===== config.mk =====
export PLATFORM = sky130hd
export DESIGN_NAME = pvb_front
export DESIGN_NICKNAME = d
export VERILOG_FILES = /design/src/hdl/pvb_pkg.sv /design/src/hdl/pvb_front.sv
export SDC_FILE = /design/constraint.sdc
export NUM_CORES = 2
export LEC_CHECK = 0
export BUFFER_PORTS_ARGS = -buffer_cell sky130_fd_sc_hd__buf_2
export CAP_MARGIN = 0
export CELL_PAD_IN_SITES_DETAIL_PLACEMENT = 1
export CELL_PAD_IN_SITES_GLOBAL_PLACEMENT = 1
export CORE_ASPECT_RATIO = 0.6
export CORE_MARGIN = 4
export CORE_UTILIZATION = 35
export CTS_BUF_LIST = sky130_fd_sc_hd__clkbuf_16
export DETAILED_ROUTE_END_ITERATION = 8
export MAX_ROUTING_LAYER = met4
export PLACE_DENSITY = 0.65
export SLEW_MARGIN = 15
export SYNTH_ARGS = -nofsm -noshare
export SYNTH_HDL_FRONTEND = slang
export SYNTH_SLANG_ARGS = --single-unit

===== constraint.sdc =====
create_clock -name clk -period 8 [get_ports clk]
set_input_delay 2 -clock clk [delete_from_list [all_inputs] [get_ports clk]]
set_output_delay 2 -clock clk [all_outputs]
set_load 0.005 [all_outputs]

===== src/hdl/pvb_pkg.sv =====
// pvb_pkg: shared types and constants for the pyramid voxel backprojection core
// no dependencies
package pvb_pkg;

	localparam int QDEPTH = 4;
	localparam int QPTR_W = $clog2(QDEPTH);
	localparam int QCNT_W = QPTR_W + 1;

	localparam logic [1:0] PLANE_LEFT = 2'd0;
	localparam logic [1:0] PLANE_BACK = 2'd3;

	localparam logic [2:0] REG_VOXEL_X = 3'd0;
	localparam logic [2:0] REG_VOXEL_Y = 3'd1;
	localparam logic [2:0] REG_VOXEL_Z = 3'd2;
	localparam logic [2:0] REG_INIT_COEF = 3'd3;

	localparam int ACC_W = 48;

	// one finished event handed from front to back
	typedef struct packed {
		logic [31:0] weight;
		logic        hit;
		logic        last;
		logic        load;
		logic [31:0] init;
	} evt_t;

	typedef enum logic [1:0] {
		BK_IDLE,
		BK_DIV,
		BK_ADD
	} bk_state_t;

endpackage


===== src/hdl/pvb_front.sv =====
// pvb_front: plane test per item, inside flag per event, run start tracking
// depends on pvb_pkg
module pvb_front #(
	parameter int COORD_BITS = 16
) (
	input  logic                        clk,
	input  logic                        arst_n,
	input  logic                        in_valid,
	output logic                        in_ready,
	input  logic [31:0]                 plane_a,
	input  logic [31:0]                 plane_b,
	input  logic [31:0]                 plane_c,
	input  logic [31:0]                 plane_d,
	input  logic [1:0]                  plane_index,
	input  logic [31:0]                 event_weight,
	input  logic                        last_event,
	input  logic [15:0]                 voxel_x,
	input  logic [15:0]                 voxel_y,
	input  logic [15:0]                 voxel_z,
	input  logic [31:0]                 initial_coefficient,
	input  logic [pvb_pkg::QCNT_W-1:0]  q_count,
	output logic                        push,
	output pvb_pkg::evt_t               push_data
);

	localparam int PW = 32 + COORD_BITS;
	localparam int VW = PW + 2;

	logic signed [COORD_BITS-1:0] x_c, y_c, z_c;
	logic signed [PW-1:0]         pa_s1, pb_s1, pc_s1;
	logic signed [31:0]           d_s1;
	logic [1:0]                   idx_s1;
	logic [31:0]                  w_s1;
	logic                         last_s1, load_s1, v_s1;
	logic [31:0]                  init_s1;
	logic                         ins_q, run_q, pend_q;
	logic [31:0]                  init_q;
	logic signed [VW-1:0]         val;
	logic                         cur_inside;
	logic                         acc;

	assign x_c = voxel_x[COORD_BITS-1:0];
	assign y_c = voxel_y[COORD_BITS-1:0];
	assign z_c = voxel_z[COORD_BITS-1:0];

	// queue must hold every back item already in flight
	assign in_ready = (pvb_pkg::QCNT_W'(q_count) + pvb_pkg::QCNT_W'(v_s1))
		< pvb_pkg::QCNT_W'(pvb_pkg::QDEPTH);
	assign acc = in_valid & in_ready;

	always_ff @(posedge clk) begin
		if (acc) begin
			pa_s1   <= PW'($signed(plane_a)) * PW'(x_c);
			pb_s1   <= PW'($signed(plane_b)) * PW'(y_c);
			pc_s1   <= PW'($signed(plane_c)) * PW'(z_c);
			d_s1    <= $signed(plane_d);
			idx_s1  <= plane_index;
			w_s1    <= event_weight;
			last_s1 <= last_event;
			load_s1 <= !run_q | pend_q;
			init_s1 <= run_q ? init_q : initial_coefficient;
		end
	end

	always_ff @(posedge clk or negedge arst_n) begin
		if (!arst_n) begin
			v_s1   <= 1'b0;
			run_q  <= 1'b0;
			pend_q <= 1'b0;
			init_q <= '0;
		end else begin
			v_s1 <= acc;
			if (acc) begin
				if (plane_index == pvb_pkg::PLANE_BACK) begin
					pend_q <= 1'b0;
					run_q  <= !last_event;
				end else if (!run_q) begin
					run_q  <= 1'b1;
					pend_q <= 1'b1;
					init_q <= initial_coefficient;
				end
			end
		end
	end

	assign val = VW'(pa_s1) + VW'(pb_s1) + VW'(pc_s1) - VW'(d_s1);
	assign cur_inside = ((idx_s1 == pvb_pkg::PLANE_LEFT) ? 1'b1 : ins_q) & (val <= 0);

	always_ff @(posedge clk or negedge arst_n) begin
		if (!arst_n) begin
			ins_q <= 1'b1;
		end else if (v_s1) begin
			ins_q <= (idx_s1 == pvb_pkg::PLANE_BACK) ? 1'b1 : cur_inside;
		end
	end

	assign push = v_s1 & (idx_s1 == pvb_pkg::PLANE_BACK);
	always_comb begin
		push_data.weight = w_s1;
		push_data.hit    = cur_inside;
		push_data.last   = last_s1;
		push_data.load   = load_s1;
		push_data.init   = init_s1;
	end

endmodule


# Word level (Yosys, flattened, before mapping)
# Cells that the tools add are included.
[op_classes]
addsub = 4
muxes = 6
n_reduce_logical = 5
n_eq_ne = 3
bitwise = 5
n_mul = 3
n_lt_le_gt_ge = 2
[ops]
columns = ["op", "count"]
rows = [
  ["32-bit by 16-bit multiplier with 48-bit output", 3],
  ["49-bit by 48-bit adder with 50-bit output", 1],
  ["50-bit by 1-bit <= comparator with 1-bit output, second input constant", 1],
  ["50-bit by 32-bit subtractor with 50-bit output", 1],
  ["48-bit by 48-bit adder with 49-bit output", 1],
  ["32-bit 2-to-1 mux", 1],
  ["1-bit 2-to-1 mux", 5],
  ["2-bit == test, second input constant", 2],
  ["2-bit AND reduction", 2],
  ["3-bit by 1-bit adder with 3-bit output", 1],
  ["1-bit AND", 3],
  ["3-bit < comparator, second input constant", 1],
  ["1-bit zero test", 2],
  ["2-bit zero test", 1],
  ["2-bit by 1-bit != test with 1-bit output, second input constant", 1],
  ["1-bit NOT", 1],
  ["1-bit bitwise OR", 1],
]
[word_totals]
regBits = 280
out_inout_bits = 69

# Depth between registers and ports, before layout
[logic_depth]
ltp_word = 6
mapped_depth = 27
mapped_depth_nobuf = 26

# Worst setup path before layout
# OpenSTA, ideal clock, no wires.
[synth_timing]
path_type = "input to register"
start = "input q_count[1] in the netlist's numbering"
end = "register init_q[10]"
path_stages = 7
path_buffers = 1
t_arrival_ns = 8.780
path_slack_ns = -0.904
required_ns = 7.875
path_cell_list = "nand3_1 -> xor2_1 -> nand2_1 -> inv_1 -> nand2_1 -> buf_1 -> mux2_2"
[synth_between]
elab_chain_len = 4
[synth_lines]
columns = ["element", "line_no", "rtl"]
rows = [
  ["start: declaration", "pvb_front.sv:21", "input logic [pvb_pkg::QCNT_W-1:0] q_count,"],
  ["3-bit by 1-bit adder with 3-bit output", "pvb_front.sv:47", "assign in_ready = (pvb_pkg::QCNT_W'(q_count) + pvb_pkg::QCNT_W'(v_s1))"],
  ["3-bit < comparator", "pvb_front.sv:48", "< pvb_pkg::QCNT_W'(pvb_pkg::QDEPTH);"],
  ["net in_ready", "pvb_front.sv:9", "output logic in_ready,"],
  ["1-bit AND", "pvb_front.sv:49", "assign acc = in_valid & in_ready;"],
  ["net acc", "pvb_front.sv:40", "logic acc;"],
  ["2-bit AND reduction (no source line)", "--", ""],
  ["end signal: assignment", "pvb_front.sv:80", "init_q <= initial_coefficient;"],
  ["end: declaration", "pvb_front.sv:37", "logic [31:0] init_q;"],
]
# The timed path passes the listed nets, and every way through them passes these cells.
# A chain may end at the register's enable or synchronous reset.

# Worst setup path after layout
[layout_timing]
start = "input voxel_x[1]"
end = "register pa_s1[39], data pin"
[layout_between]
elab_chain_len = 1
[layout_lines]
columns = ["element", "line_no", "rtl"]
rows = [
  ["start: declaration", "pvb_front.sv:17", "input logic [15:0] voxel_x,"],
  ["32-bit by 16-bit multiplier with 48-bit output", "pvb_front.sv:53", "pa_s1 <= PW'($signed(plane_a)) * PW'(x_c);"],
  ["end signal: assignment", "pvb_front.sv:53", ""],
  ["end: declaration", "pvb_front.sv:30", "logic signed [PW-1:0] pa_s1, pb_s1, pc_s1;"],
]
# No other way between the ends.

==> flow_summary.json <==
{
  "required_ns": 8.30,
  "dr_total_vias": 51719,
  "mostFrequentLayoutCell": "inv_1",
  "fin_setup_tns_ns": 0,
  "synth-compound-area-share_pct": 5.58,
  "core_mm2": 0.192,
  "synth_cells": 7135,
  "muxShareOfSynthArea_pct": 1.17,
  "antenna_found_initial": 36,
  "clkSinkCount": 280,
  "postCtsHoldBufs": 0,
  "track_usage_pct": 22.4,
  "clkLatencyLatePin_ns": 0.55,
  "synthAdderAreaFrac_pct": 53.0,
  "synth-xor-area-share_pct": 2.27,
  "cts_tree": "done",
  "grt_overflow": 0,
  "initialDrtViolationCount": 3324,
  "max_freq_mhz": 127,
  "async_flop_share_pct": 12.9,
  "synth_edf_count": 244,
  "ant_nets": 0,
  "final.min_clock_period_ns": 7.90,
  "clk_path_buf_depth": 3,
  "cts_made_buffers": 34,
  "cp_max_fo": 9,
  "hp-class": "reg2reg",
  "pin_count": 318,
  "fin_nets": 10206,
  "ys_warn_count": 0,
  "final_cell_mix": "inv_1 (1813), fa_1 (1532), nand2_1 (935)",
  "syn_avg_cell_area_um2": 9.52,
  "drive_above_1_share_pct": 17.3,
  "clkTransAtPathRegs_ns": 0.06,
  "max_slew_margin_pct": 36.9,
  "crit_type": "in2reg",
  "die_h_um": 349,
  "yosys.area_share.simple_pct": 14.1,
  "finalClockSkew_ns": 0.0193,
  "synth_cell_type_count": 86,
  "finalSetupViolCount": 0,
  "cp-end-kind": "flop",
  "status": "complete, no violations",
  "hold_viol": 0,
  "worstPathArrival_ns": 8.20,
  "drc": 0,
  "start_kind": "input port",
  "synth_top_family_by_area": "adder cells",
  "die_w_um": 577,
  "synth_area_mm2": 0.0679,
  "start_util_pct": 35.4,
  "globalplace.congestion": 0.926,
  "port_buffers": 317,
  "tightest_slew_ns": 0.947,
  "cts_max_level": 2,
  "worst-r2r-setup-slack_ns": 2.73,
  "ys_ff_latch": 280,
  "viasPerCell": 4.86,
  "wl_per_cell_um": 20.5,
  "drtPass1Iterations": 5,
  "grt_max_degree": 164,
  "grt_pass1_wl_mm": 342,
  "synth_seq_area_share_pct": 12.1,
  "ys.flop_type": "edfxtp_1",
  "dieArea_mm2": 0.201,
  "wl_mm": 218,
  "dp_hpwl_mm": 193,
  "max-cap-violations": 0,
  "cts-root-buf": "clkbuf_16",
  "maxSlewViolCount": 0,
  "row_count": 124,
  "area_growth_pct": 17.7,
  "synth.net_count": 9330,
  "first_global_vias": 57927,
  "timing.final.crit_share_pct": 98.7
}
==> through the flow <==
stage	hold slack (ns)	cell area [µm²]	instances	utilization, %	worst slack (ns)
2_1_floorplan	0.474	68000	7135	-	0.00214
3_3_place_gp	0.481	78000	10543	40.7	-0.775
3_5_place_dp	0.488	78000	10543	40.7	-0.773
4_1_cts	0.504	79300	10611	41.3	0.00216
5_1_grt	0.519	80000	10637	41.7	-0.0873
6_report	0.501	80000	10638	41.7	0.101
==> kinds of logic (layout without fill, tap and decap cells) <==
| family | count (synthesis) | in the layout |
|---|---|---|
| other | 0 | 18 |
| AO/OA/AOI/OAI | 580 | 580 |
| multiplexers | 71 | 71 |
| adder cells (fa/ha/maj) | 1946 | 1946 |
| buffers and inverters | 2109 | 3011 |
| flip-flops | 280 | 280 |
| AND/OR/NAND/NOR | 1973 | 1973 |
| XOR/XNOR | 176 | 176 |
==> what timing repair did <==
| action | in CTS | in global routing |
|---|---|---|
| buffers inserted | 6 | 10 |
| pin swaps | 8 | 54 |
| resized for setup | 35 | 177 |
| endpoints found under the setup margin | 19 | 39 |
==> metal layers <==
| metal | GRT usage (%) | vias up | part of all wire [%] |
|---|---|---|---|
| li1 | - | 22924 | - |
| met1 | 33.8 | 27202 | 49 |
| met2 | 32.6 | 1456 | 43 |
| met3 | 3.39 | 137 | 7.2 |
| met4 | 2.51 | 0 | 1.2 |
| met5 | - | - | 0 |
==> path summary, 6_finish.rpt <==
| check | start | end | cells past startpoint |
|---|---|---|---|
| worst max-delay path | voxel_x[1] | pa_s1[39] | 27 |
| worst min-delay path | init_q[27] | init_q[27] | 1 |
| worst max register to register | pa_s1[9] | ins_q | 17 |
| worst min register to register | init_q[27] | init_q[27] | 1 |
| max in group asynchronous | arst_n | init_q[23] | 1 |
| min in group asynchronous | arst_n | init_q[21] | 1 |
==> cells in the mapped netlist (all sizes together) (6+ instances only) <==
library cell,instances,share of area [%]
inv,1813,10
fa,1555,46
nand2,936,5.2
and2,619,5.7
ha,391,7.2
clkbuf,268,1.5
edfxtp,244,11
a21oi,184,1.4
nor2,153,0.85
xnor2,126,1.6
o21ai,105,0.77
a21o,90,0.99
mux2,65,1.1
xor2,50,0.64
nand2b,48,0.45
nand3,47,0.35
nand4,38,0.37
nor3,36,0.27
dfrtp,35,1.3
o21bai,30,0.33
buf,27,0.21
nor2b,27,0.25
o21a,21,0.23
a211oi,19,0.24
and3,18,0.17
a31oi,17,0.17
o211ai,12,0.14
a21boi,10,0.11
o31ai,9,0.11
nor4,8,0.074
or2,8,0.074
a2111oi,7,0.090
and4,7,0.090
or3,7,0.064
a41oi,6,0.088
mux2i,6,0.088
nor4b,6,0.077
==> final cells by class <==
class                      count  area (µm²)
antenna                       18        45.0
clock buffer                  34         851
clock inverter                28         245
fill                       22091      112000
inverter                    1814        6810
multi-input combinational   4746       52300
sequential                   280        8230
tap                         2583        3230
timing repair buffer        1135        8290
==> registers in the layout, summed over array words and instances (netlist names) <==
register and cells:
load_s1 1, ins_q 1, idx_s1 2, v_s1 1, pend_q 1, pa_s1 48
init_s1 32, run_q 1, init_q 32, pb_s1 48, pc_s1 48, last_s1 1
d_s1 32, w_s1 32
==> critical path: stages <==
cell and delay (ns):
buf_6 0.14, buf_6 0.16, buf_4 0.12, buf_4 0.15, nand2_1 0.09, fa_1 0.52
fa_1 0.47, fa_1 0.48, fa_1 0.50, inv_1 0.06, fa_1 0.42, inv_1 0.09
fa_1 0.42, inv_1 0.11, ha_4 0.21, a21o_1 0.15, a21o_1 0.18, a21oi_2 0.13
o31a_1 0.30, o21ai_2 0.11, a221o_1 0.39, a31oi_4 0.23, o211ai_1 0.18, buf_4 0.18
buf_4 0.12, buf_4 0.12, xor2_1 0.13
Power is not shown: default switching activity piles up to over one toggle a cycle in this logic, so the estimate is an artifact.
