<file path="src/hdl/pvb_pkg.sv">
// pvb_pkg: shared types and constants for the pyramid voxel backprojection core
// no dependencies
package pvb_pkg;

	localparam int QDEPTH = 4;
	localparam int QPTR_W = $clog2(QDEPTH);
	localparam int QCNT_W = QPTR_W + 1;

	localparam logic [1:0] PLANE_LEFT = 2'd0;
	localparam logic [1:0] PLANE_BACK = 2'd3;

	localparam logic [2:0] REG_VOXEL_X = 3'd0;
	localparam logic [2:0] REG_VOXEL_Y = 3'd1;
	localparam logic [2:0] REG_VOXEL_Z = 3'd2;
	localparam logic [2:0] REG_INIT_COEF = 3'd3;

	localparam int ACC_W = 48;

	// one finished event handed from front to back
	typedef struct packed {
		logic [31:0] weight;
		logic        hit;
		logic        last;
		logic        load;
		logic [31:0] init;
	} evt_t;

	typedef enum logic [1:0] {
		BK_IDLE,
		BK_DIV,
		BK_ADD
	} bk_state_t;

endpackage

</file>
<file path="src/hdl/pvb_back.sv">
// pvb_back: reciprocal by bit-serial division and saturating accumulate
// depends on pvb_pkg
module pvb_back #(
	parameter int FRAC_BITS = 16
) (
	input  logic                        clk,
	input  logic                        arst_n,
	input  logic                        q_valid,
	input  pvb_pkg::evt_t               q_data,
	output logic                        q_pop,
	output logic                        out_valid,
	input  logic                        out_ready,
	output logic [pvb_pkg::ACC_W-1:0]   out_coef,
	output logic                        out_inside,
	output logic                        out_last
);

	localparam int NW = 2 * FRAC_BITS + 1;
	localparam int CW = $clog2(NW);
	localparam int SW = pvb_pkg::ACC_W + 3;
	localparam logic signed [SW-1:0] ACC_MAX = SW'({1'b0, {(pvb_pkg::ACC_W-1){1'b1}}});
	localparam logic signed [SW-1:0] ACC_MIN = -ACC_MAX - SW'(1);

	pvb_pkg::bk_state_t st_q, st_nx;

	logic signed [pvb_pkg::ACC_W-1:0] acc_q;
	logic [32:0]         den_q;
	logic [33:0]         rem_q;
	logic [NW-1:0]       quo_q;
	logic [CW-1:0]       cnt_q;
	logic                neg_q, add_q, inside_q, last_q;
	logic                ov_q;
	logic [pvb_pkg::ACC_W-1:0] coef_q;
	logic                oins_q, olast_q;

	logic signed [32:0]  w_ext;
	logic [32:0]         w_mag;
	logic [33:0]         rem_sh;
	logic                fit;
	logic                do_add;
	logic                out_free;
	logic signed [SW-1:0] recip, sum, sat;

	assign w_ext = {q_data.weight[31], q_data.weight};
	assign w_mag = q_data.weight[31] ? 33'(-w_ext) : 33'(w_ext);

	// dividend is a single one at the top bit
	assign rem_sh = {rem_q[32:0], (cnt_q == CW'(NW - 1))};
	assign fit    = rem_sh >= {1'b0, den_q};

	assign out_free = !ov_q | out_ready;

	always_comb begin
		st_nx = st_q;
		case (st_q)
			pvb_pkg::BK_IDLE: begin
				if (q_valid) begin
					st_nx = (q_data.hit && q_data.weight != '0) ?
						pvb_pkg::BK_DIV : pvb_pkg::BK_ADD;
				end
			end
			pvb_pkg::BK_DIV: begin
				if (cnt_q == '0) begin
					st_nx = pvb_pkg::BK_ADD;
				end
			end
			pvb_pkg::BK_ADD: begin
				if (out_free) begin
					st_nx = pvb_pkg::BK_IDLE;
				end
			end
			default: st_nx = pvb_pkg::BK_IDLE;
		endcase
	end

	always_comb begin
		q_pop  = 1'b0;
		do_add = 1'b0;
		case (st_q)
			pvb_pkg::BK_IDLE: q_pop  = q_valid;
			pvb_pkg::BK_ADD:  do_add = out_free;
			default: begin
				q_pop  = 1'b0;
				do_add = 1'b0;
			end
		endcase
	end

	assign recip = neg_q ? -SW'(quo_q) : SW'(quo_q);
	assign sum   = SW'(acc_q) + (add_q ? recip : SW'(0));
	assign sat   = (sum > ACC_MAX) ? ACC_MAX : ((sum < ACC_MIN) ? ACC_MIN : sum);

	always_ff @(posedge clk) begin
		if (q_pop) begin
			den_q    <= w_mag;
			neg_q    <= q_data.weight[31];
			add_q    <= q_data.hit && q_data.weight != '0;
			inside_q <= q_data.hit;
			last_q   <= q_data.last;
			rem_q    <= '0;
			quo_q    <= '0;
			cnt_q    <= CW'(NW - 1);
		end else if (st_q == pvb_pkg::BK_DIV) begin
			rem_q <= fit ? (rem_sh - {1'b0, den_q}) : rem_sh;
			quo_q <= {quo_q[NW-2:0], fit};
			cnt_q <= cnt_q - 1'b1;
		end
		if (do_add) begin
			coef_q  <= sat[pvb_pkg::ACC_W-1:0];
			oins_q  <= inside_q;
			olast_q <= last_q;
		end
	end

	always_ff @(posedge clk or negedge arst_n) begin
		if (!arst_n) begin
			st_q  <= pvb_pkg::BK_IDLE;
			acc_q <= '0;
			ov_q  <= 1'b0;
		end else begin
			st_q <= st_nx;
			if (q_pop && q_data.load) begin
				acc_q <= pvb_pkg::ACC_W'($signed(q_data.init));
			end else if (do_add) begin
				acc_q <= sat[pvb_pkg::ACC_W-1:0];
			end
			if (do_add) begin
				ov_q <= 1'b1;
			end else if (out_ready) begin
				ov_q <= 1'b0;
			end
		end
	end

	assign out_valid  = ov_q;
	assign out_coef   = coef_q;
	assign out_inside = oins_q;
	assign out_last   = olast_q;

endmodule

</file>
<file path="config.mk">
export PLATFORM = sky130hd
export DESIGN_NAME = pvb_back
export DESIGN_NICKNAME = d
export VERILOG_FILES = /design/src/hdl/pvb_pkg.sv /design/src/hdl/pvb_back.sv
export SDC_FILE = /design/constraint.sdc
export NUM_CORES = 1
export LEC_CHECK = 0
export BUFFER_PORTS_ARGS = -buffer_cell sky130_fd_sc_hd__clkbuf_2
export CAP_MARGIN = 10
export CORE_MARGIN = 5
export CORE_UTILIZATION = 61
export DETAILED_ROUTE_END_ITERATION = 12
export HOLD_SLACK_MARGIN = 0.12
export PLACE_DENSITY_LB_ADDON = 0.2
export SYNTH_ARGS = -nofsm -noshare
export SYNTH_HDL_FRONTEND = slang
export SYNTH_SLANG_ARGS = --single-unit
</file>
<file path="constraint.sdc">
create_clock -name clk -period 8.5 [get_ports clk]
set_clock_uncertainty 0.05 [all_clocks]
set_input_delay 1.275 -clock clk [delete_from_list [all_inputs] [get_ports clk]]
set_output_delay 1.275 -clock clk [all_outputs]
set_load 0.1 [all_outputs]
</file>
### Word level (Yosys, flattened, before mapping)

Index checks and enable logic that the tools add are counted.

* flip-flop bits (word level): 210
* input port bits: 71
* output and inout bits: 52
* word-level logic and storage cells: 56

* $add $sub $neg: 5
* $lt $le $gt $ge: 3
* eq/ne operators: 6
* multiplexer cells: 17
* bitwise gates (word level): 1
* reduce and logical (&&, ||, !) cells: 9

Operators by type and width (number)
* 2-to-1 mux 48 bit: 4
* 2-to-1 mux 51 bit: 2
* adder 48 x 51 -> 51 bit: 1
* greater-than comparator 51 x 48 -> 1 bit, second input constant: 1
* < comparator 51 x 48 -> 1 bit, second input constant: 1
* negation 33 -> 51 bit: 1
* >= comparator 34 x 33 -> 1 bit: 1
* 2-to-1 mux 33 bit: 1
* negation 32 -> 33 bit: 1
* subtractor 33 bit: 1
* nonzero test 32 bit: 1
* 2-to-1 mux 31 bit: 1
* 2-to-1 mux 2 bit: 4
* equality test 6 bit, second input constant: 1
* zero test 6 bit: 1
* != test 2 bit, second input constant: 3
* one-hot mux 2 bit (3 select lines): 1
* subtractor 6 x 1 -> 6 bit, second input constant: 1
* 2-to-1 mux 1 bit: 4
* nonzero test 2 bit: 2
* AND reduction 3 bit: 1
* equality test 2 x 1 -> 1 bit, second input constant: 1
* equality test 2 bit, second input constant: 1
* logical AND 1 bit: 2
* 3 further kinds: 3

### Longest topological paths before layout

* word-level depth: 9
* mapped depth: 25
* mapped depth without buffers: 20

### Worst setup path before layout

No wires, ideal clock.

* path kind: reg2reg
* start point: register quo_q[3]
* end point: register coef_q (netlist bit out_coef[30]) (data pin)
* arrival time: 5.819 ns
* required time: 8.305 ns
* setup slack: 2.486 ns
* stages on the path, launching flop included: 23
* clock period less this slack: 6.014 ns
* cells stage by stage: dfxtp_1 > or4_4 > or4_1 > or3_1 > buf_2 > or3b_1 > clkbuf_1 > o21ai_0 > xnor2_1 > and2_1 > ha_1 > a21oi_1 > o211ai_1 > a21o_1 > a211o_1 > a211o_1 > o21ai_0 > nand4_1 > nor3_1 > nor2_4 > buf_4 > buf_4 > o21ai_1

* longest elaborated chain between the ends: 7

RTL lines
* from (decl): line pvb_back.sv:29 `logic [NW-1:0] quo_q;`
* from (signal assigned): line pvb_back.sv:105 `quo_q <= {quo_q[NW-2:0], fit};`
* negation 33 -> 51 bit: line pvb_back.sv:89 `assign recip = neg_q ? -SW'(quo_q) : SW'(quo_q);`
* 2-to-1 mux 51 bit *: line pvb_back.sv:89
* 2-to-1 mux 51 bit *: line pvb_back.sv:90 `assign sum = SW'(acc_q) + (add_q ? recip : SW'(0));`
* adder 48 x 51 -> 51 bit *: line pvb_back.sv:90
* < comparator 51 x 48 -> 1 bit: line pvb_back.sv:91 `assign sat = (sum > ACC_MAX) ? ACC_MAX : ((sum < ACC_MIN) ? ACC_MIN : sum);`
* 2-to-1 mux 48 bit: line pvb_back.sv:91
* 2-to-1 mux 48 bit *: line pvb_back.sv:91
* via sat[30]: line pvb_back.sv:42 `logic signed [SW-1:0] recip, sum, sat;`
* to (signal assigned): line pvb_back.sv:109 `coef_q <= sat[pvb_pkg::ACC_W-1:0];`
* to (decl): line pvb_back.sv:33 `logic [pvb_pkg::ACC_W-1:0] coef_q;`

Mark *: on every way through the listed nets, which the timed path passes. The rest lies on a longest branch.
A chain may end at the register's enable or synchronous reset.

### Worst setup path in the final report

* start point: register quo_q[3]
* end point: register coef_q (netlist bit out_coef[46]) (data pin)

Same word-level chain as after synthesis.

==> summary.md <==
| Metric | Value |
|---|---|
| Final setup vio count | `0` |
| Startpoint type of the worst setup path | `flop` |
| TritonCTS Buffers | `23` |
| Mapped Area | `14700 µm²` |
| # DRC | `0` |
| Number of global-route vias before repair | `12300` |
| Max_cap viols | `0` |
| Worst path most repeated cell | `nand3_1` |
| Post-synth EDFFs | `87` |
| Hold_ws | `0.402 ns` |
| CTS sink count | `210` |
| CP endpoint kind | `flop` |
| Number of synthesized register bits | `210` |
| Worst-skew pair later-pin latency | `0.51 ns` |
| PostCTS Resize Cnt | `0` |
| Vias per cell | `6.22` |
| Core area | `23600 µm²` |
| Sequential area share after synthesis | `36.3%` |
| Setup Buffers After CTS | `0` |
| Hold Crit Class | `reg -> reg` |
| Largest fanout on the critical path | `34` |
| CP max stage cell | `nand2_1` |
| Post-DP HPWL | `27.7 mm` |
| RSZ-0062 raised after global routing | `no` |
| Max Slew Vio Count | `0` |
| P_leak | `6.99 nW` |
| Initial antenna violation count | `0` |
| Synth warn | `0` |
| Hold buffers post-CTS | `0` |
| Die Wd | `165 µm` |
| Top-Level Pins | `123` |
| Share of cells above drive strength 1 | `11.6%` |
| Chip Height | `165 µm` |
| First-pass GRT wire length | `60.7 mm` |
| Syn Inst Count | `1687` |
| DR vias | `13000` |
| Antenna Nets Post-Route | `0` |
| Mapped Nets | `1847` |
| Final Hold Vio Count | `0` |
| Data required, critical path | `8.67 ns` |
| Post-synthesis cell type count | `83` |
| Die area | `27300 µm²` |
| Synthesized area per cell | `8.70 µm²` |
| Slew margin rel. | `21.7%` |
| Drt wl/cell | `18.0 µm` |
| Post-layout util | `68.7%` |
| Top delay family on crit path | `simple AND/OR/NAND/NOR gates` |
| Largest area contributor in the netlist | `edfxtp_1` |
| Status | `finished, final reports clean` |
| Final Wtd Congestion | `0.971` |
| FP Rows | `56` |
| Slew @ Worst Pin | `1.17 ns` |
| GRT Util Overall | `26.9%` |
| PwrDens | `397 nW/µm²` |
| Synthesis-to-finish area growth | `10.5%` |
| Fin nets | `1909` |
| CTS tree | `built` |
| Dominant synthesized flop cell | `edfxtp_1` |
| Drt total wl | `37.5 mm` |
| Drt first pass iters | `5` |
| Worst path max stage delay | `0.94 ns` |
| CTS Root Cell | `clkbuf_16` |
| VDD IR max | `0.244 mV` |
| Synth top area cells | `edfxtp_1 (18%), dfxtp_1 (9.8%), dfrtp_1 (8.7%), ha_1 (7.4%), xnor2_1 (5.5%)` |
| Commonest non-fill, non-tap cell in the layout | `nand2_1` |
| Fmax achieved | `0.133 GHz` |
| CP cell instances | `or4_4 > or4_1 > or3_1 > or3b_1 > o311a_1 > ha_1 > and4_1 > nand3_1 > nor3_1 > nand3_1 > a2111oi_0 > o21ai_0 > a21oi_1 > o211ai_1 > nand2_1 > buf_4 > o21ai_1` |
| Clk slew on worst S/H paths | `0.06 ns` |
| Crit path buffers/inverters | `1` |
| Port bufs | `122` |
| Number of diodes | `0` |
| FFs w/ async S/R, synth | `24.3%` |
| GRT overflow | `0` |
| Non-filler instance count after layout | `2084` |
| Setup ws final | `0.990 ns` |
| Starting Density | `62.2%` |
| Setup tns final | `0 ns` |
| Largest net degree at the start of global routing | `92` |
| Most frequent cells in the layout | `nand2_1 (164), a21oi_1 (154), o21ai_0 (149), clkbuf_2 (122), xnor2_1 (93)` |
| # placed instances | `2041` |
| Final critical-path share of the clock period | `88.4%` |
| H-Tree Level Count | `1` |
| WP data arrival | `7.68 ns` |
| Critical path class | `reg -> reg` |
| Share of the synthesized area in the top cell type | `17.8%` |
| Place WS | `1.21 ns` |
| Initial DRC Count | `1269` |
| Clock buffer depth | `3` |
| Period minus WS final | `7.51 ns` |
path summary, 6_finish.rpt:
check | endpoint | cells past startpoint | from | slack [ns]
hold / removal | out_last$_DFFE_PP_ | 0 | last_q$_DFFE_PP_ | 0.40
setup reg to reg | out_coef[46]$_DFFE_PP_ | 17 | quo_q[3]$_SDFFE_PP0P_ | 0.99
setup / recovery | out_coef[46]$_DFFE_PP_ | 17 | quo_q[3]$_SDFFE_PP0P_ | 0.99
hold reg to reg | out_last$_DFFE_PP_ | 0 | last_q$_DFFE_PP_ | 0.40
max in group asynchronous | acc_q[2]$_DFFE_PN0P_ | 2 | arst_n | 7.05
min in group asynchronous | st_q[1]$_DFFE_PN0P_ | 2 | arst_n | 0.84
layout make-up:
type                            count  area (µm²)
Clock buffer                       28         644
Timing Repair Buffer              137         738
Fill cell                        1893        7390
Clock inverter                     13         171
Inverter                           66         248
Multi-Input combinational cell   1311        8690
Tap cell                          319         399
Sequential cell                   210        5330
worst register-to-register path, delay by kind of cell (launching register included):
kind,cells,cell delay (ns)
AND/OR/NAND/NOR,9,3.96
AO/OA/AOI/OAI,6,1.97
adder cells (fa/ha/maj),1,0.55
flip-flops,1,0.38
buffers and inverters,1,0.31
logic make-up after synthesis:
family                   after synthesis  synth area share, %
flip-flops                           210                 36.3
XOR/XNOR                             124                 7.45
adder cells (fa/ha/maj)               89                 7.69
AND/OR/NAND/NOR                      474                 16.3
multiplexers                          16                 1.11
AO/OA/AOI/OAI                        607                 26.5
other                                  1               0.0255
buffers and inverters                166                 4.62
per-layer routing:
metal | track usage [%] | up-vias | part of all wire (%)
met2 | 45.4 | 448 | 46
met3 | 3.25 | 63 | 7.0
met5 | 0 | - | 0
met1 | 37.3 | 6086 | 44
li1 | - | 6370 | -
met4 | 6.28 | 0 | 2.1
cell usage after synthesis, types with 21 or more instances:
cell type,number
nand3_1,28
ha_1,87
nor2_1,76
xnor2_1,93
clkbuf_1,72
a21oi_1,154
nand2b_1,21
o21ai_0,149
dfxtp_1,72
and2_1,40
o211ai_1,45
a21o_1,44
a22oi_1,31
xor2_1,30
nor3_1,24
dfrtp_1,51
inv_1,66
edfxtp_1,87
or3_1,28
nand2_1,164
stage by stage:
stage	area (µm²)	power, mW
after floorplan	14700	4.59
after global placement	15400	5.24
after detailed placement	15400	5.33
after CTS	16200	6.41
after global routing	16200	6.88
final	16200	6.45
flip-flops by register name (all words and copies together) (netlist names), 2 cells and up:
name and cells:
st_q 2, cnt_q 6, quo_q 33, out_coef 48
den_q 33, acc_q 48, rem_q 33
power by group:
part           total, mW  switching [mW]  internal (mW)
sequential          1.69           0.203           1.48
combinational       3.69            2.54           1.16
clock               1.07           0.408          0.658
Power figures use the tool's default switching activity.
