--- src/hdl/pvb_pkg.sv ---
// pvb_pkg: shared types and constants for the pyramid voxel backprojection core
// no dependencies
package pvb_pkg;

	localparam int QDEPTH = 4;
	localparam int QPTR_W = $clog2(QDEPTH);
	localparam int QCNT_W = QPTR_W + 1;

	localparam logic [1:0] PLANE_LEFT = 2'd0;
	localparam logic [1:0] PLANE_BACK = 2'd3;

	localparam logic [2:0] REG_VOXEL_X = 3'd0;
	localparam logic [2:0] REG_VOXEL_Y = 3'd1;
	localparam logic [2:0] REG_VOXEL_Z = 3'd2;
	localparam logic [2:0] REG_INIT_COEF = 3'd3;

	localparam int ACC_W = 48;

	// one finished event handed from front to back
	typedef struct packed {
		logic [31:0] weight;
		logic        hit;
		logic        last;
		logic        load;
		logic [31:0] init;
	} evt_t;

	typedef enum logic [1:0] {
		BK_IDLE,
		BK_DIV,
		BK_ADD
	} bk_state_t;

endpackage

--- src/hdl/pvb_queue.sv ---
// pvb_queue: small register fifo of finished events between front and back
// depends on pvb_pkg
module pvb_queue (
	input  logic                        clk,
	input  logic                        arst_n,
	input  logic                        push,
	input  pvb_pkg::evt_t               push_data,
	input  logic                        pop,
	output pvb_pkg::evt_t               pop_data,
	output logic                        not_empty,
	output logic [pvb_pkg::QCNT_W-1:0]  count
);

	localparam int QCNT_W = pvb_pkg::QCNT_W;

	pvb_pkg::evt_t                    mem_q [pvb_pkg::QDEPTH];
	logic [pvb_pkg::QPTR_W-1:0]       wr_q;
	logic [pvb_pkg::QPTR_W-1:0]       rd_q;
	logic [pvb_pkg::QCNT_W-1:0]       cnt_q;

	always_ff @(posedge clk) begin
		if (push) begin
			mem_q[wr_q] <= push_data;
		end
	end

	always_ff @(posedge clk or negedge arst_n) begin
		if (!arst_n) begin
			wr_q  <= '0;
			rd_q  <= '0;
			cnt_q <= '0;
		end else begin
			if (push) begin
				wr_q <= wr_q + 1'b1;
			end
			if (pop) begin
				rd_q <= rd_q + 1'b1;
			end
			cnt_q <= cnt_q + QCNT_W'(push) - QCNT_W'(pop);
		end
	end

	assign pop_data  = mem_q[rd_q];
	assign not_empty = (cnt_q != '0);
	assign count     = cnt_q;

endmodule

--- config.mk ---
export PLATFORM = sky130hd
export DESIGN_NAME = pvb_queue
export DESIGN_NICKNAME = d
export VERILOG_FILES = /design/src/hdl/pvb_pkg.sv /design/src/hdl/pvb_queue.sv
export SDC_FILE = /design/constraint.sdc
export NUM_CORES = 1
export LEC_CHECK = 0
export CORE_UTILIZATION = 30
export DETAILED_ROUTE_END_ITERATION = 8
export DONT_BUFFER_PORTS = 1
export PLACE_DENSITY = 0.46
export SLEW_MARGIN = 20
export SYNTH_ARGS = -nofsm -noshare
export SYNTH_HDL_FRONTEND = slang
export SYNTH_SLANG_ARGS = --single-unit
--- constraint.sdc ---
create_clock -name clk -period 3 [get_ports clk]
set_input_delay 0.15 -clock clk [delete_from_list [all_inputs] [get_ports clk]]
set_output_delay 0.15 -clock clk [all_outputs]
set_load 0.01 [all_outputs]
Word level (Yosys, flattened, before mapping)

Memory sizes are Yosys's and may differ from the RTL's.
Cells that the tools add are included.

Muxes and demuxes: 2
Reductions and logical operators: 1
Add/sub/neg operators: 4

Operators by type and width:

| operator                                    | number |
|---|---|
| adder 2 x 1 -> 2 bit, second input constant | 2 |
| adder 3 x 1 -> 3 bit                        | 1 |
| nonzero test 3 bit                          | 1 |
| subtractor 3 x 1 -> 3 bit                   | 1 |
| two-way mux 1 bit                           | 2 |

Output and inout bits: 71
Memory bits (writable): 268
Word-level logic and storage cells: 11
Register bits: 7
Bits of input ports: 71
Memories kept: 1

Memories:

| name  | depth | bits a word | rd ports | clocked after Yosys merged registers in | wr ports | RTL line        | source |
|---|---|---|---|---|---|---|---|
| mem_q | 4     | 67          | 1        | 0                                       | 1        | pvb_queue.sv:16 | `pvb_pkg::evt_t mem_q [pvb_pkg::QDEPTH];` |

Depth between registers and ports, before layout

Gate-level depths: netlist (run 1).

Word-level depth: 2
Depth in mapped cells: 7
Gate-level depth less buffers: 7

Worst setup path after synthesis (run 1)

OpenSTA, ideal clock, no wires.

Kind: reg-to-reg
From: reg wr_q[0] (netlist name)
To: mem mem_q[0][0] (netlist name), enable pin
Cell stages (with the launch flop): 4
Buffers on the path: 0
Arrival: 2.193 ns
Clock period less this slack: 2.625 ns
Setup time: 0.432 ns
Data required time: 2.568 ns
Path slack: 0.375 ns
Cell sequence: dfrtp_1 inv_1 ha_1 and2_1

RTL lines:

| element                | RTL line        | source |
|---|---|---|
| start, declared        | pvb_queue.sv:17 | `logic [pvb_pkg::QPTR_W-1:0] wr_q;` |
| start signal, assigned | pvb_queue.sv:34 | `wr_q <= wr_q + 1'b1;` |
| end, declared          | pvb_queue.sv:16 |  |

Straight into the memory's write port.

==> out/metrics.cfg, run 1 <==
[layout]
syn_to_final_growth_pct=22.85
fin_nets=562
drive_above_1_share_pct=26.38
layout_commonest_cell=edfxtp_1
diodes=0
most-common-layout-cells=edfxtp_1 (268), dlygate4sd3_1 (71), mux4_2 (67), clkbuf_16 (31), clkinv_2 (9)

[power]
p_leak_nw=3.949
power_mw=11.80
max-vdd-ir-drop_v=0.0004534
cellPowerDensity_nw_per_um2=955.0

[grt]
overflow=0
grt_pass1_wl_um=28790
grt_max_degree=44
track_usage_pct=11.30
grt_pass1_vias=4836
antenna_found_initial=0

[clock_network]
root_buffer=clkbuf_16
htreeDepth=1
cts.reportedPaths.clkPinSlew_ns=0.06
cts_made_buffers=30
tritoncts=built
clk_path_buf_depth=3
cts.sinks=275
clkLatencyLatePin_ns=0.55
cts_setup_buffers=0

[synthesis]
syn_avg_cell_area_um2=26.20
yosys_register_bits=275
synth_area_um2=10060
synth_fa_ha_area_share_pct=0.9453
synth_top_area_share_pct=80.00
yosysUniqueCellTypes=17
synth_fp_nets=462
synthFlopType=edfxtp_1
synth_cells=384
synth_compound_area_share_pct=0.04975
yosys.area.top_type=edfxtp_1
yosysWarningCount=0
async_flop_share_pct=2.545
synth-simple-area-share_pct=0.3856
synth-seq-area-share_pct=81.74
synth.area.top_cells=edfxtp_1 (80%), mux4_2 (15%), dfrtp_1 (1.7%)
synth_mux_area_share_pct=15.00
synth_edf_count=268
synth_top_family_by_area=multiplexers
synth_xor_area_share_pct=0.4353

[worst_hold_path]
whs_path_depth=1
hp-start=push
min_to=mem_q[1][32]$_DFFE_PP_
min_path_type=in -> reg

[floorplan]
core_area_um2=32780
die_x_um=185.1
die_y_um=185.1
io_pins=142
die_area_um2=34270
initial_utilization_pct=30.68
num_rows=66

[worst_setup_path]
reg2reg_setup_slack_ns=1.09
reg2reg_to=mem_q[0][9]$_DFFE_PP_
worstPathMaxFanout=26
worstPathRequired_ns=2.85
r2r_start=wr_q[0]$_DFFE_PN0P_
end_kind=output port
critPathKind=reg -> out
arrival_ns=2.23
cp-start-kind=flip-flop
worstRegToRegCells=4

[sta]
setup-violations-final=0
rsz0062_at_grt=false
fin_tns_setup_ns=0
fmax_mhz=420.6
period_share_pct=79.25
fin_crit_ns=2.378
fin_skew_ns=0.01547
slew_headroom_pct=51.48
hold_viol_final=0
slew_viol_final=0
tightest_slew_ns=0.7278

[detailed_routing]
via_per_inst=4.512
drcViolationCount=0
drt_iter0_markers=194
drt-total-wl_um=19370
wl_per_cell_um=20.39
dr.pass1.iters=4
final_antenna_net_count=0
vias=4286

[placed_design]
dp_hpwl_um=11270
port_buffers=0
place_congestion=0.7044

[run]
cap_violations=0

[outcome]
outcome=finished, final reports clean

==> cell type report <==
type / count / area [µm²]
Multi-Input combinational cell: 87 / 1702
Fill cell: 3004 / 20430
Sequential cell: 275 / 8230
Timing Repair Buffer: 84 / 870.8
Clock inverter: 20 / 185.2
Tap cell: 442 / 553.0
Inverter: 6 / 22.52
Clock buffer: 36 / 794.5
==> worst max-delay path, cell delays in order (launching register included) <==
cell,delay [ns]
dfrtp_4,0.74
buf_12,0.31
mux4_2,0.60
==> power breakdown <==
part	internal, mW	switching [mW]	total [mW]
Clock	2.14	1.45	3.59
Sequential	5.03	0.350	5.38
Combinational	1.24	1.58	2.82
==> cells by family after synthesis <==
family,Yosys count
and+or+nand+nor,7
xor gates and xnor gates,5
adders and majority gates,7
AOI/OAI and AO/OA,1
DFF,275
muxes,67
buffers and inverters,22
==> what timing repair did <==
item                      CTS  global route
hold endpoints to repair  281             0
hold buffers               71             0
resized for setup           0             0
==> state kept, by name, summed over array words and instances, names as in the netlist <==
| name | cells |
|---|---|
| count | 3 |
| mem_q | 268 |
| rd_q | 2 |
| wr_q | 2 |
==> metal layers <==
metal  vias to the layer above  track usage, %  share of wire [%]
li1                       1839               -                  -
met4                         0           3.372                2.1
met3                        36           3.559                7.7
met5                         -               0                  0
met2                       127           18.75                 49
met1                      2284           14.10                 41
==> worst max path at each step <==
stage,startpoint,to,depth (start not counted)
2_1_floorplan,wr_q[0]$_DFFE_PN0P_,mem_q[0][0]$_DFFE_PP_,3
3_3_place_gp,wr_q[0]$_DFFE_PN0P_,mem_q[0][2]$_DFFE_PP_,4
3_5_place_dp,wr_q[0]$_DFFE_PN0P_,mem_q[0][2]$_DFFE_PP_,4
4_1_cts,rd_q[0]$_DFFE_PN0P_,pop_data[49],2
5_1_grt,rd_q[0]$_DFFE_PN0P_,pop_data[49],2
6_report,rd_q[0]$_DFFE_PN0P_,pop_data[49],2
==> Yosys cell counts (2+ instances only) <==
library cell    n
inv_1           6
buf_2           6
nand2_1         2
dfrtp_1         7
edfxtp_1      268
clkbuf_1        3
xnor2_1         2
buf_12          2
and2_1          4
xor2_1          3
buf_4           4
mux4_2         67
ha_1            6
==> per-stage QoR <==
| stage | utilization [%] | worst slack (ns) | hold slack [ns] | cell area [µm²] | instances |
|---|---|---|---|---|---|
| finish | 37.70 | 0.6225 | 0.1068 | 12360 | 950 |
| global placement | 32.54 | 1.089 | -0.1454 | 10670 | 823 |
| global route | 37.70 | 0.4468 | 0.1091 | 12360 | 950 |
| floorplan | - | 0.3746 | -0.1456 | 10060 | 384 |
| CTS | 37.70 | 0.5173 | 0.1009 | 12360 | 950 |
| detailed placement | 32.54 | 1.052 | -0.1454 | 10670 | 823 |
Power figures use the tool's default switching activity.
==> run 2, diff against run 1 <==
--- a/config.mk
+++ b/config.mk
@@ -8,7 +8,7 @@
 export CORE_UTILIZATION = 30
 export DETAILED_ROUTE_END_ITERATION = 8
 export DONT_BUFFER_PORTS = 1
-export PLACE_DENSITY = 0.46
+export PLACE_DENSITY = 0.47
 export SLEW_MARGIN = 20
 export SYNTH_ARGS = -nofsm -noshare
 export SYNTH_HDL_FRONTEND = slang
==> constraint.sdc (replaced) <==
create_clock -name clk -period 1.9 [get_ports clk]
set_input_delay 0.095 -clock clk [delete_from_list [all_inputs] [get_ports clk]]
set_output_delay 0.095 -clock clk [all_outputs]
set_load 0.01 [all_outputs]
==> run 2 against run 1 <==
  * Die area did not move
  * Critical path depth rose by 1
  * Worst hold slack worse by 0.036 ns
  * Worst setup slack got worse by 0.72 ns
  * Register-to-register slack got worse by 0.94 ns
  * First-iteration DRC count is 21% higher
  * Clock power grew 61%
  * Routed wire length up 5.2%
  * Global-route usage up 0.49 points
  * Critical path type unchanged
  * Non-clock buffer count is 14 higher
  * Design area grew 3.1%
  * The run now ends with negative setup slack left
  * Clock skew decreased by 0.0072 ns
==> out/metrics.cfg, run 2 (same netlist as run 1, synthesis figures left out) <==
[outcome]
outcome=finished, violations left
violations=negative setup slack

[sta]
layout_setup_ws_ns=-0.09400  ; -0.7165 ns
slew_viol_final=0  ; unchanged
tightest_slew_ns=0.3820  ; -0.3458 ns
fin_crit_ns=1.994
fin_skew_ns=0.008264  ; -0.007203 ns
slew_headroom_pct=74.53  ; +23 points
rsz0062_at_grt=true
setup-violations-final=67  ; +67
fmax_mhz=501.5
hold_viol_final=0  ; unchanged
period_share_pct=104.9

[clock_network]
cts.sinks=275  ; unchanged
cts_made_buffers=29  ; -3.3%
htreeDepth=1  ; unchanged
tritoncts=built
clk_path_buf_depth=3  ; unchanged
cts.reportedPaths.clkPinSlew_ns=0.07  ; about the same
clkLatencyLatePin_ns=0.54  ; about the same
root_buffer=clkbuf_16

[worst_setup_path]
worstPathRequired_ns=1.80  ; -1.05 ns
critPathKind=reg -> out
cpLargestDelayFamily=multiplexers
worstPathMaxFanout=5  ; -81%
critPathBufInv=2  ; +1
crit_chain=buf_12 -> clkbuf_16 -> mux4_2
end_kind=output port
cp_slowest_cell=mux4_2
max_stage_delay_ns=0.55  ; -0.19 ns
arrival_ns=1.90  ; -0.33 ns
cp-start-kind=flip-flop

[layout]
fin_nets=575  ; +2.3%
multi_input_comb_area_um2=1702  ; unchanged
top_register=mem_q
fin_cells=962  ; +1.3%
final_area_um2=12740  ; +3.1%
seqCellArea_um2=8230  ; unchanged
fin_util_pct=38.85  ; +1.2 points
largest_reg_flops=268  ; unchanged
most-common-layout-cells=edfxtp_1 (268), dlygate4sd3_1 (71), mux4_2 (67), clkbuf_16 (33)
drive_above_1_share_pct=27.80  ; +1.4 points
fillers=2960  ; -1.5%
layout_commonest_cell=edfxtp_1
syn_to_final_growth_pct=26.62

[floorplan]
io_pins=142  ; unchanged
die_area_um2=34270  ; unchanged
die_y_um=185.1  ; unchanged
die_x_um=185.1  ; unchanged
initial_utilization_pct=30.68  ; unchanged
core_area_um2=32780  ; unchanged
num_rows=66  ; unchanged

[placed_design]
dp_hpwl_um=10680  ; -5.2%
place_congestion=0.6637  ; -5.8%
port_buffers=0  ; unchanged
dpl_cell_area_um2=10720  ; +0.52%
place_inst=822  ; -0.12%

[detailed_routing]
dr.pass1.iters=4  ; unchanged
vias=4337  ; +1.2%
drt_iter0_markers=235  ; +21%
final_antenna_net_count=0  ; unchanged
via_per_inst=4.508  ; about the same
wl_per_cell_um=21.19  ; +3.9%
drcViolationCount=0  ; unchanged
drt-total-wl_um=20380  ; +5.2%

[grt]
grt_max_degree=55  ; +25%
grt_pass1_vias=4732  ; -2.2%
grt_pass1_wl_um=29460  ; +2.4%
track_usage_pct=11.79  ; +0.49 points
antenna_found_initial=2  ; +2
overflow=0  ; unchanged

[worst_hold_path]
min_path_type=in -> reg

[power]
cellPowerDensity_nw_per_um2=1551  ; +62%
max-vdd-ir-drop_v=0.0008144  ; +80%
p_leak_nw=4.132  ; +4.6%

[run]
cap_violations=0  ; unchanged

-- run 2: final cells by class --
| type | instances | area share, % |
|---|---|---|
| repair buffers | 98 | 9.764 |
| diodes | 2 | 0.03929 |
| clock buffers | 33 | 5.815 |
| multi-input cells | 87 | 13.36 |
| inverters | 6 | 0.1768 |
| clock inverters | 19 | 1.886 |
| flip-flops and latches | 275 | 64.62 |
| well taps | 442 | 4.342 |
-- run 2: worst paths after layout --
| check | start | end | slack (ns) | depth (start not counted) |
|---|---|---|---|---|
| min reg2reg | wr_q[0]$_DFFE_PN0P_ | wr_q[0]$_DFFE_PN0P_ | 0.56 | 1 |
| max reg2reg | count[0]$_DFF_PN0_ | count[2]$_DFF_PN0_ | 0.15 | 7 |
| min in group asynchronous | arst_n | wr_q[1]$_DFFE_PN0P_ | 0.44 | 2 |
| max | rd_q[0]$_DFFE_PN0P_ | pop_data[60] | -0.09 | 3 |
| max in group asynchronous | arst_n | rd_q[0]$_DFFE_PN0P_ | 1.17 | 2 |
| min | push | mem_q[3][34]$_DFFE_PP_ | 0.07 | 2 |
-- run 2: timing repair --
action                                  4_1_cts  5_1_grt
cloned                                        5        4
pin swaps                                     0        0
hold endpoints to repair                    281        0
resized for setup                             7        2
hold buffers                                 71        0
endpoints found under the setup margin       67       67
setup buffers                                 5        1
-- run 2: per-layer routing --
layer,global-route usage (%),vias to the layer above,wire [µm]
li1,-,1879,-
met1,14.83,2304,8544
met2,20.05,118,10160
met3,3.146,36,1179
met4,3.107,0,497
met5,0,-,0
-- run 2: power by group --
part | internal, mW | total, mW | switching (mW)
Clock | 3.58 | 5.77 | 2.19
Sequential | 7.95 | 8.26 | 0.314
Combinational | 2.68 | 5.73 | 3.05
Total | 14.2 | 19.8 | 5.55
-- run 2: stage by stage --
| step | TNS, ns | hold WS (ns) | total power [mW] | worst slack (ns) |
|---|---|---|---|---|
| 3_3_place_gp | 0 | -0.2004 | 13.13 | 0.1758 |
| 3_5_place_dp | 0 | -0.2004 | 13.20 | 0.1395 |
| 6_report | -3.761 | 0.07050 | 19.76 | -0.09400 |
| 4_1_cts | -8.582 | 0.04632 | 19.93 | -0.1644 |
| 2_1_floorplan | 0 | -0.2006 | 11.86 | 0.004776 |
| 5_1_grt | -8.299 | 0.05786 | 20.74 | -0.1479 |
